===== src/rtl/fir3b_pkg.sv =====
// Shared types, constants and coefficient tables of the three-bank FIR filter.
`timescale 1ns / 1ps

package fir3b_pkg;

	localparam int TAPS       = 35;
	localparam int HALF_TAPS  = 18;
	localparam int HIST_LEN   = TAPS - 1;
	localparam int NUM_BANKS  = 3;
	localparam int GROUP_LEN  = 6;
	localparam int NUM_GROUPS = HALF_TAPS / GROUP_LEN;
	localparam int Q23_BITS   = 24;

	// Filter mode register codes; the unused code selects the low-pass bank.
	localparam logic [1:0] MODE_LOW_PASS  = 2'd0;
	localparam logic [1:0] MODE_BAND_PASS = 2'd1;
	localparam logic [1:0] MODE_HIGH_PASS = 2'd2;

	typedef enum logic [1:0] {
		BANK_LP = 2'd0,
		BANK_BP = 2'd1,
		BANK_HP = 2'd2
	} bank_sel_t;

	// Stage load enables and input take, driven by the top level's flow control.
	typedef struct packed {
		logic take_in;
		logic load_s1;
		logic load_s2;
		logic load_s3;
		logic load_out;
	} pipe_ctl_t;

	// First half of each symmetric bank, signed Q1.23.
	localparam logic signed [Q23_BITS-1:0] COEF_Q23 [NUM_BANKS][HALF_TAPS] = '{
		'{175615, 185923, 195896, 205486, 214644, 223324, 231484, 239081, 246077,
		  252436, 258127, 263120, 267389, 270912, 273671, 275652, 276845, 277243},
		'{-52336, 0, 11652, -65589, -188891, -241113, -120147, 162364, 454487,
		  545949, 314401, -165076, -634978, -801827, -526514, 68943, 657898, 901707},
		'{-3079, -12026, -2264, 28787, 30449, -33139, -85596, -8672, 143225,
		  127268, -141428, -323913, -16253, 555131, 502332, -744129, -2520632,
		  5001922}
	};

	function automatic bank_sel_t bank_of(input logic [1:0] mode);
		bank_sel_t b;
		case (mode)
			MODE_BAND_PASS: b = BANK_BP;
			MODE_HIGH_PASS: b = BANK_HP;
			default:        b = BANK_LP;
		endcase
		return b;
	endfunction

	// Coefficient rounded to nearest from Q1.23 to Q1.(coef_bits-1), sign-extended to 24 bits.
	function automatic logic signed [Q23_BITS-1:0] coef_q(input bank_sel_t b,
			input logic [4:0] idx, input int coef_bits);
		logic signed [Q23_BITS:0] t;
		int s;
		s = Q23_BITS - coef_bits;
		t = (Q23_BITS+1)'(COEF_Q23[b][idx]);
		if (s == 0) begin
			return t[Q23_BITS-1:0];
		end
		t = t + ((Q23_BITS+1)'(1) <<< (s - 1));
		t = t >>> s;
		return t[Q23_BITS-1:0];
	endfunction

endpackage


===== src/rtl/fir3b_round_sat.sv =====
// Final sum, round to nearest and saturation into the result register.
`timescale 1ns / 1ps

module fir3b_round_sat #(
	parameter int SAMPLE_BITS = 16,
	parameter int COEF_BITS   = 16,
	parameter int ACC_W       = SAMPLE_BITS + COEF_BITS + 2
) (
	input  logic                          clk,
	input  fir3b_pkg::pipe_ctl_t          ctl,
	input  logic signed [ACC_W-1:0]       part_s3 [fir3b_pkg::NUM_GROUPS],
	output logic signed [SAMPLE_BITS-1:0] filtered,
	output logic                          saturated
);
	import fir3b_pkg::*;

	localparam int Y_W = ACC_W - (COEF_BITS - 1);

	logic signed [ACC_W-1:0]       acc;
	logic signed [ACC_W-1:0]       acc_rnd;
	logic signed [ACC_W-1:0]       acc_shr;
	logic signed [Y_W-1:0]         y;
	logic [Y_W-SAMPLE_BITS:0]      y_top;
	logic                          over;
	logic signed [SAMPLE_BITS-1:0] y_sat;

	always_comb begin
		acc = '0;
		for (int g = 0; g < NUM_GROUPS; g++) begin
			acc = acc + part_s3[g];
		end
		// Ties round towards plus infinity.
		acc_rnd = acc + (ACC_W'(1) <<< (COEF_BITS - 2));
		acc_shr = acc_rnd >>> (COEF_BITS - 1);
		y       = acc_shr[Y_W-1:0];
		y_top   = y[Y_W-1:SAMPLE_BITS-1];
		over    = !((&y_top) || (~|y_top));
		if (over) begin
			y_sat = y[Y_W-1] ? {1'b1, {(SAMPLE_BITS-1){1'b0}}} : {1'b0, {(SAMPLE_BITS-1){1'b1}}};
		end else begin
			y_sat = y[SAMPLE_BITS-1:0];
		end
	end

	always_ff @(posedge clk) begin
		if (ctl.load_out) begin
			filtered  <= y_sat;
			saturated <= over;
		end
	end

endmodule


===== config.mk =====
export PLATFORM = sky130hd
export DESIGN_NAME = fir3b_round_sat
export DESIGN_NICKNAME = d
export VERILOG_FILES = /design/src/rtl/fir3b_pkg.sv /design/src/rtl/fir3b_round_sat.sv
export SDC_FILE = /design/constraint.sdc
export NUM_CORES = 1
export LEC_CHECK = 0
export BUFFER_PORTS_ARGS = -buffer_cell sky130_fd_sc_hd__buf_2
export CAP_MARGIN = 10
export CORE_ASPECT_RATIO = 0.5
export CORE_MARGIN = 1.5
export CORE_UTILIZATION = 45
export CTS_CLUSTER_SIZE = 28
export DETAILED_ROUTE_END_ITERATION = 8
export PLACE_DENSITY = 0.76
export SYNTH_ARGS = -nofsm -noshare
export SYNTH_HDL_FRONTEND = slang
export SYNTH_SLANG_ARGS = --single-unit

===== constraint.sdc =====
create_clock -name clk -period 4 [get_ports clk]
set_input_delay 0.8 -clock clk [delete_from_list [all_inputs] [get_ports clk]]
set_output_delay 0.8 -clock clk [all_outputs]
set_load 0.02 [all_outputs]

==> impl_results.md <==
* Outcome: finished, violations left
* Failing checks: setup timing
* Final Critical Period at 4.016 ns
* Final worst-path setup slack at -0.01590 ns
* # IOs at 125
* Final setup violation count at 3
* Synthesized Nets at 637
* Fin util at 0.7039
* Slowest stage cell, crit path: fa_1
* Power density over the cells at 460.4 nW/µm²
* Area leader, netlist: ha_1
* Synth Area in Compound Gates at 0.1924
* Die ar. at 8854 µm²
* Distinct cells, synth at 51
* Main area contributors after synthesis: ha_1 21%, fa_1 17%, edfxtp_1 14%, inv_1 13%, xnor2_1 3.8%
* Leakage Power at 2.932 nW
* Fin cells at 740
* Highest routed layer: met4
* Startpoint Class: input port
* Syn Inst Count at 435
* CP Data Arrival Time at 4.01 ns
* Via count at 3,714
* DRT Pass-1 Iters at 4
* Min-delay worst type: input port to flip-flop
* Yosys top cell area share at 0.2085
* Vias in the first global route at 3,363
* Die width at 131.6 µm
* Core area at 8000 µm²
* Adder-cell share of the synthesized area at 0.3808
* Port bufs at 120
* Main synth FF type: edfxtp_1
* CTS tree: done
* Most common cell in the netlist: inv_1
* CP Capture Type: flip-flop
* Cell breakdown of the critical path: buf_6 > inv_2 > fa_2 > inv_2 > fa_1 > ha_4 > and4_4 > and4_4 > o211ai_4 > a21o_4 > a311oi_4 > or2_4 > a211oi_4 > o21ai_2 > buf_6 > o31ai_4
* Mux contribution to synthesized area at 0
* Die Span Y at 67.29 µm
* CTS buffer count at 3
* Initial core utilization at 0.4650
* Relative slew slack at 0.6354
* Register area share after synthesis at 0.1372
* Buf+Inv Stages, Crit Path at 4
* Worst-margin pin slew at 0.5470 ns
* GR Overflow Total at 0
* Yosys reg bits at 17
* Clk buf depth at 2
* Syn_area_per_cell at 8.551 µm²
* Max-cap violation count at 0
* Max Freq at 249.0 MHz
* Row Count at 23
* First-pass GRT wire length at 14,300 µm
* Final Power at 2.593 mW
* Simple-gate area share of the yosys netlist at 0.09418
* Post-synthesis xor/xnor area fraction at 0.05382
* WS Path Type: input port to flip-flop
* Initial antenna violation count at 0
* Clock slew at reported path FFs at 0.05 ns
* Max incr delay on CP at 0.44 ns
* Async SR Flop Fraction at 0
* Total wire length at 9558 µm
* Filler cells at 652
* Slew Limit Fails at 0
* Max VDD drop at 347.8 µV
* Share of cells above drive strength 1 at 0.4570
* Most instantiated cells after synthesis: 129 x inv_1, 62 x ha_1, 32 x fa_1, 27 x a21oi_1, 20 x nand2_1
* Wl on met1 at 3983 µm
* Mean routed wirelength per cell at 12.92 µm
* Nets at 831
* Dpl cells at 724
* Highest fanout seen on the critical path at 6
* DPL Wire Length at 7147 µm
* Final-report hold violation count at 0
* Syn. warnings at 0
* GRT Overall Usage at 0.1944
* Root Buffer: clkbuf_16
* Worst path top cell family by delay: adder cells
* H-tree levels at 1
* N_diodes at 0
* Layout area overhead at 51.40%
* Synth Cell Area at 3720 µm²
* Number of remaining DRC errors at 0
* EDFF count, synth at 17
* Required time worst endpoint at 3.99 ns
* Placer congestion estimate at 0.9193
* Metal3 WL at 400 µm
* RSZ-0062 raised after global routing: yes
* Routed Antenna Nets at 0
* Via-to-Cell Ratio at 5.019
* Main combinational cell family by area after synthesis: adder cells
* Clk sinks at 17
* Largest net degree at the start of global routing at 18
* Routed length on met2 at 4965 µm
* 1st-iter DRT viols at 135
* Period utilisation layout at 1.004
sequential cells by signal, summed over array words and instances (netlist names):
signal / count
filtered: 16
saturated: 1
layer usage:
layer | global-route usage | up-vias
met1 | 0.2426 | 1752
li1 | - | 1832
met3 | 0.02177 | 16
met4 | 0.01806 | 0
met5 | 0 | -
met2 | 0.3836 | 114
placed cells by master (no fill, tap or decap), drive strengths merged, types with 11 or more instances in the layout:
cell type	netlist	final
inv	129	129
a21oi	27	27
buf	4	194
ha	62	62
edfxtp	17	17
nand3	11	11
xnor2	17	17
fa	32	32
nand2	20	20
o21ai	29	29
final timing paths:
path	start	endpoint	slack, ns	cells past startpoint
setup / recovery	part_s3[47]	filtered[5]	-0.02	16
hold / removal	ctl[0]	filtered[2]	0.99	1
cell families after synthesis:
| logic type | count (synthesis) |
|---|---|
| buf+inv | 134 |
| compound gates | 102 |
| fa+ha+maj | 94 |
| simple gates | 66 |
| xor+xnor | 22 |
| flops | 17 |
final cells by class:
| type | instances | area, µm² | share of cell area |
|---|---|---|---|
| multi-input combinational | 284 | 3222 | 0.5721 |
| inverter | 129 | 491.7 | 0.08731 |
| clock inverter | 1 | 5.005 | 0.0008887 |
| clock buffer | 3 | 75.07 | 0.01333 |
| tap | 112 | 140.1 | 0.02488 |
| sequential | 17 | 510.5 | 0.09065 |
| timing repair buffer | 194 | 1187 | 0.2108 |
per-stage QoR:
step | hold WS [ns] | setup TNS [ns] | instance area (µm²) | worst slack [ns]
final | 0.9892 | -0.02584 | 5632 | -0.01590
after global routing | 1.004 | -2.202 | 5632 | -0.1649
after CTS | 0.9905 | 0 | 5177 | 0.001849
after detailed placement | 1.245 | -5.191 | 4931 | -0.3704
after global placement | 1.243 | -3.418 | 4931 | -0.2769
after floorplan | 0.9125 | -0.6162 | 3767 | -0.05962
where the power goes:
group	switching (mW)	total, mW	internal, mW
clock	0.0653	0.199	0.134
sequential	0.0214	0.355	0.333
combinational	1.07	2.04	0.968
total	1.16	2.59	1.44
what timing repair did:
item / 4_1_cts / 5_1_grt
gates cloned: 0 / 1
buffers inserted: 9 / 3
setup endpoints to repair: 16 / 16
resized for setup: 14 / 75
hold buffers: 0 / 0
pin swaps: 5 / 27
(Power assumes the default switching activity.)
