### src/rtl/fir3b_pkg.sv
// Shared types, constants and coefficient tables of the three-bank FIR filter.
`timescale 1ns / 1ps

package fir3b_pkg;

	localparam int TAPS       = 35;
	localparam int HALF_TAPS  = 18;
	localparam int HIST_LEN   = TAPS - 1;
	localparam int NUM_BANKS  = 3;
	localparam int GROUP_LEN  = 6;
	localparam int NUM_GROUPS = HALF_TAPS / GROUP_LEN;
	localparam int Q23_BITS   = 24;

	// Filter mode register codes; the unused code selects the low-pass bank.
	localparam logic [1:0] MODE_LOW_PASS  = 2'd0;
	localparam logic [1:0] MODE_BAND_PASS = 2'd1;
	localparam logic [1:0] MODE_HIGH_PASS = 2'd2;

	typedef enum logic [1:0] {
		BANK_LP = 2'd0,
		BANK_BP = 2'd1,
		BANK_HP = 2'd2
	} bank_sel_t;

	// Stage load enables and input take, driven by the top level's flow control.
	typedef struct packed {
		logic take_in;
		logic load_s1;
		logic load_s2;
		logic load_s3;
		logic load_out;
	} pipe_ctl_t;

	// First half of each symmetric bank, signed Q1.23.
	localparam logic signed [Q23_BITS-1:0] COEF_Q23 [NUM_BANKS][HALF_TAPS] = '{
		'{175615, 185923, 195896, 205486, 214644, 223324, 231484, 239081, 246077,
		  252436, 258127, 263120, 267389, 270912, 273671, 275652, 276845, 277243},
		'{-52336, 0, 11652, -65589, -188891, -241113, -120147, 162364, 454487,
		  545949, 314401, -165076, -634978, -801827, -526514, 68943, 657898, 901707},
		'{-3079, -12026, -2264, 28787, 30449, -33139, -85596, -8672, 143225,
		  127268, -141428, -323913, -16253, 555131, 502332, -744129, -2520632,
		  5001922}
	};

	function automatic bank_sel_t bank_of(input logic [1:0] mode);
		bank_sel_t b;
		case (mode)
			MODE_BAND_PASS: b = BANK_BP;
			MODE_HIGH_PASS: b = BANK_HP;
			default:        b = BANK_LP;
		endcase
		return b;
	endfunction

	// Coefficient rounded to nearest from Q1.23 to Q1.(coef_bits-1), sign-extended to 24 bits.
	function automatic logic signed [Q23_BITS-1:0] coef_q(input bank_sel_t b,
			input logic [4:0] idx, input int coef_bits);
		logic signed [Q23_BITS:0] t;
		int s;
		s = Q23_BITS - coef_bits;
		t = (Q23_BITS+1)'(COEF_Q23[b][idx]);
		if (s == 0) begin
			return t[Q23_BITS-1:0];
		end
		t = t + ((Q23_BITS+1)'(1) <<< (s - 1));
		t = t >>> s;
		return t[Q23_BITS-1:0];
	endfunction

endpackage

### src/rtl/fir3b_tap_line.sv
// Delay line of past samples and the symmetric pre-adder stage.
`timescale 1ns / 1ps

module fir3b_tap_line #(
	parameter int SAMPLE_BITS = 16
) (
	input  logic                         clk,
	input  logic                         arst_n,
	input  fir3b_pkg::pipe_ctl_t         ctl,
	input  logic signed [SAMPLE_BITS-1:0] sample,
	input  logic                         block_start,
	input  logic [1:0]                   mode,
	output logic signed [SAMPLE_BITS:0]  presum_s1 [fir3b_pkg::HALF_TAPS],
	output logic [1:0]                   mode_s1
);
	import fir3b_pkg::*;

	logic signed [SAMPLE_BITS-1:0] hist_q [HIST_LEN];
	logic signed [SAMPLE_BITS-1:0] tap [TAPS];

	// A block start makes every older tap look like the new sample.
	always_comb begin
		tap[0] = sample;
		for (int k = 1; k < TAPS; k++) begin
			tap[k] = block_start ? sample : hist_q[k-1];
		end
	end

	always_ff @(posedge clk or negedge arst_n) begin
		if (!arst_n) begin
			for (int k = 0; k < HIST_LEN; k++) begin
				hist_q[k] <= '0;
			end
		end else if (ctl.take_in) begin
			for (int k = 0; k < HIST_LEN; k++) begin
				hist_q[k] <= tap[k];
			end
		end
	end

	always_ff @(posedge clk) begin
		if (ctl.load_s1) begin
			for (int i = 0; i < HALF_TAPS - 1; i++) begin
				presum_s1[i] <= (SAMPLE_BITS+1)'(tap[i]) + (SAMPLE_BITS+1)'(tap[TAPS-1-i]);
			end
			presum_s1[HALF_TAPS-1] <= (SAMPLE_BITS+1)'(tap[HALF_TAPS-1]);
			mode_s1 <= mode;
		end
	end

endmodule

### config.mk
export PLATFORM = sky130hd
export DESIGN_NAME = fir3b_tap_line
export DESIGN_NICKNAME = d
export VERILOG_FILES = /design/src/rtl/fir3b_pkg.sv /design/src/rtl/fir3b_tap_line.sv
export SDC_FILE = /design/constraint.sdc
export NUM_CORES = 2
export LEC_CHECK = 0
export BUFFER_PORTS_ARGS = -buffer_cell sky130_fd_sc_hd__buf_2
export CAP_MARGIN = 25
export CORE_ASPECT_RATIO = 1.25
export CORE_MARGIN = 5
export CORE_UTILIZATION = 25
export CTS_CLUSTER_SIZE = 8
export DETAILED_ROUTE_END_ITERATION = 7
export HOLD_SLACK_MARGIN = 0.12
export SLEW_MARGIN = 0
export SYNTH_ARGS = -nofsm -noshare
export SYNTH_HDL_FRONTEND = slang
export SYNTH_SLANG_ARGS = --single-unit
export TNS_END_PERCENT = 1
### constraint.sdc
create_clock -name clk -period 5.2 [get_ports clk]
set_input_delay 1.04 -clock clk [delete_from_list [all_inputs] [get_ports clk]]
set_output_delay 1.04 -clock clk [all_outputs]
set_load 0.02 [all_outputs]
==> impl_metrics.py <==
metrics = {
    "sta": {
        "fmax_mhz": 257.0,
        "fin_skew_ns": 0.06686,
        "period_minus_slack_ns": 3.891,
        "timing.final.crit_share": 0.7482,
        "hold_viol": 0,
        "holdWs_ns": 0.3634,
        "finalMaxSlewViolations": 0,
        "finalSetupViolCount": 0,
        "grt_setup_unrepaired": "no",
        "finalSetupTns_ns": 0,
        "slew_headroom": 0.2836,
        "max_slew.worst_pin.slew_ns": 1.075,
    },
    "logic_synthesis": {
        "netlist_area_um2": 46070,
        "synth_edf_count": 307,
        "syn_inst": 4259,
        "yosysSeqAreaShare": 0.4956,
        "yosysTopAreaCell": "dfrtp_1",
        "synth_area_per_cell_um2": 10.82,
        "synthesis.nets": 4574,
        "ys_dominant_reg_cell": "dfrtp_1",
        "async_flop_share": 0.6392,
        "yosysWarnings": 0,
        "synth_seq_cells": 851,
        "netlist-cell-type-count": 74,
        "synth_top_area_share": 0.2955,
        "synth_area_leaders": "dfrtp_1 30%, edfxtp_1 20%, mux2_2 13%, ha_1 7.4%, o21ai_0 7.2%",
    },
    "place": {
        "port_buffers": 330,
        "dp_hpwl_mm": 105.7,
        "gp_congestion": 0.8760,
    },
    "critical_path": {
        "worstPathRequired_ns": 5.64,
        "start_kind": "input pin",
        "path_class": "input pin to flip-flop",
        "cp_max_fo": 29,
        "worstPathArrival_ns": 4.33,
        "end_kind": "flip-flop",
        "rr_worst_depth": 10,
    },
    "pwr": {
        "clkPwrFrac": 0.312,
        "swShare": 0.3443,
        "p_leak_nw": 24.04,
        "p_sw_w": 0.007981,
        "pwr-share-seq": 0.396,
        "comb_power_share": 0.292,
        "cellPowerDensity_nw_per_um2": 428.0,
        "p_int_w": 0.01520,
        "vdd_drop_max_uv": 283.8,
    },
    "clocking": {
        "cts_sinks": 851,
        "cts_tree": "yes",
        "postCtsSetupRepairBufs": 0,
        "path_clk_slew_ns": 0.06,
        "cts_resized": 0,
        "cts_buffer_depth": 3,
        "htreeDepth": 3,
        "clockRootBuffer": "clkbuf_16",
        "cts_hold_buf": 0,
        "cts_buffers": 117,
        "clk_latency_ns": 0.75,
    },
    "floorplan": {
        "io_pins": 334,
        "initial_utilization": 0.2508,
        "fp.dieH_um": 489.9,
        "fp.dieW_um": 393.9,
        "core-area_um2": 183700,
        "dieArea_um2": 193000,
        "fp-row-count": 176,
    },
    "global_route": {
        "grt_first_pass_wirelength_mm": 215.1,
        "grt_start_max_net_pins": 146,
        "grtUsageTotal": 0.1445,
        "grt_pass1_vias": 33382,
        "antenna_found_initial": 6,
        "overflow": 0,
    },
    "route": {
        "initialDrtViolationCount": 2397,
        "viasPerCell": 4.667,
        "wl_per_cell_um": 20.34,
        "dr.pass1.iters": 7,
        "ant_nets": 0,
        "vias": 33007,
        "drc_errors": 0,
        "routed_wl_mm": 143.9,
    },
    "layout": {
        "drive_above_1_share": 0.2323,
        "mostFrequentLayoutCell": "o21ai_0",
        "layout_common_cells": "660 x o21ai_0, 604 x inv_1, 544 x dfrtp_1, 528 x mux2_2, 326 x buf_2",
        "finalNetCount": 4901,
        "area_delta_synth_final_pct": 17.58,
    },
    "hold_path": {
        "worstHoldPathType": "input pin to async pin",
    },
    "status": {
        "status": "complete, no violations",
    },
    "run": {
        "max-cap-violations": 0,
    },
}
state kept, by name (all words and copies together) (netlist names):
register	flops
hist_q	544
presum_s1	305
mode_s1	2
power by group through the flow:
stage / clock network [W] / registers, W / logic, W
finish: 0.00723 / 0.00917 / 0.00678
detailed placement: 0 / 0.00931 / 0.00673
floorplan: 0 / 0.00970 / 0.00372
global placement: 0 / 0.00928 / 0.00670
global route: 0.00774 / 0.00932 / 0.00739
CTS: 0.00747 / 0.00921 / 0.00680
synthesized netlist by cell type, types with 27 or more instances:
library cell  number
edfxtp_1         307
dfrtp_1          544
a21oi_1          201
a31oi_1           27
clkbuf_1         159
nand2_1          151
nor2_1           108
o211ai_1          30
xor2_1            71
xnor2_1          150
a21o_1            65
ha_1             272
mux2_2           528
nand3_1           39
o21ai_0          660
inv_1            604
metal layers:
metal	share of wire	GRT usage
met5	0.000090	0
met4	0.031	0.04935
met3	0.056	0.02446
met2	0.42	0.2150
met1	0.49	0.2118
area by class of cell:
cell class	count	area, µm²
fill	18957	129500
sequential	851	22830
multi-input combinational	2619	20280
clock buffer	193	3244
tap	2403	3007
timing repair buffer	393	2390
inverter	604	2267
clock inverter	6	141.4
antenna	3	7.507
logic make-up after synthesis:
family	synth area share
and+or+nand+nor	0.04118
xor gates and xnor gates	0.04202
adders and majority gates	0.08126
AOI/OAI and AO/OA	0.1462
muxes	0.1293
DFF	0.4956
buffers and inverters	0.06442
worst max-delay path: stages:
cell	delay [ns]
buf_8	0.16
nand2_1	0.43
buf_4	0.31
o21ai_0	0.24
ha_1	0.29
fa_1	0.42
a211oi_1	0.27
o21ai_0	0.20
o22a_1	0.27
a221o_1	0.39
a21oi_1	0.19
xnor2_1	0.08
metrics by stage:
step / std cells / setup WS (ns) / util / power [W] / cell area (µm²)
finish: 7072 / 1.309 / 0.2949 / 0.02318 / 54170
global placement: 6870 / 0.6402 / 0.2765 / 0.01598 / 50770
detailed placement: 6870 / 0.6055 / 0.2765 / 0.01604 / 50770
global route: 7069 / 1.183 / 0.2949 / 0.02445 / 54160
floorplan: 4259 / 1.073 / - / 0.01342 / 46070
CTS: 7069 / 1.416 / 0.2949 / 0.02348 / 54160
worst paths after layout:
check,end,slack (ns),from
setup / recovery,presum_s1[252],1.31,block_start
hold / removal,hist_q[512],0.36,arst_n
setup reg to reg,presum_s1[99],2.11,hist_q[192]
hold reg to reg,hist_q[1],0.50,hist_q[1]
max in group asynchronous,hist_q[142],3.63,arst_n
min in group clk,mode_s1[1],0.49,mode[1]
Note: power is estimated with default switching activity, not from simulation.
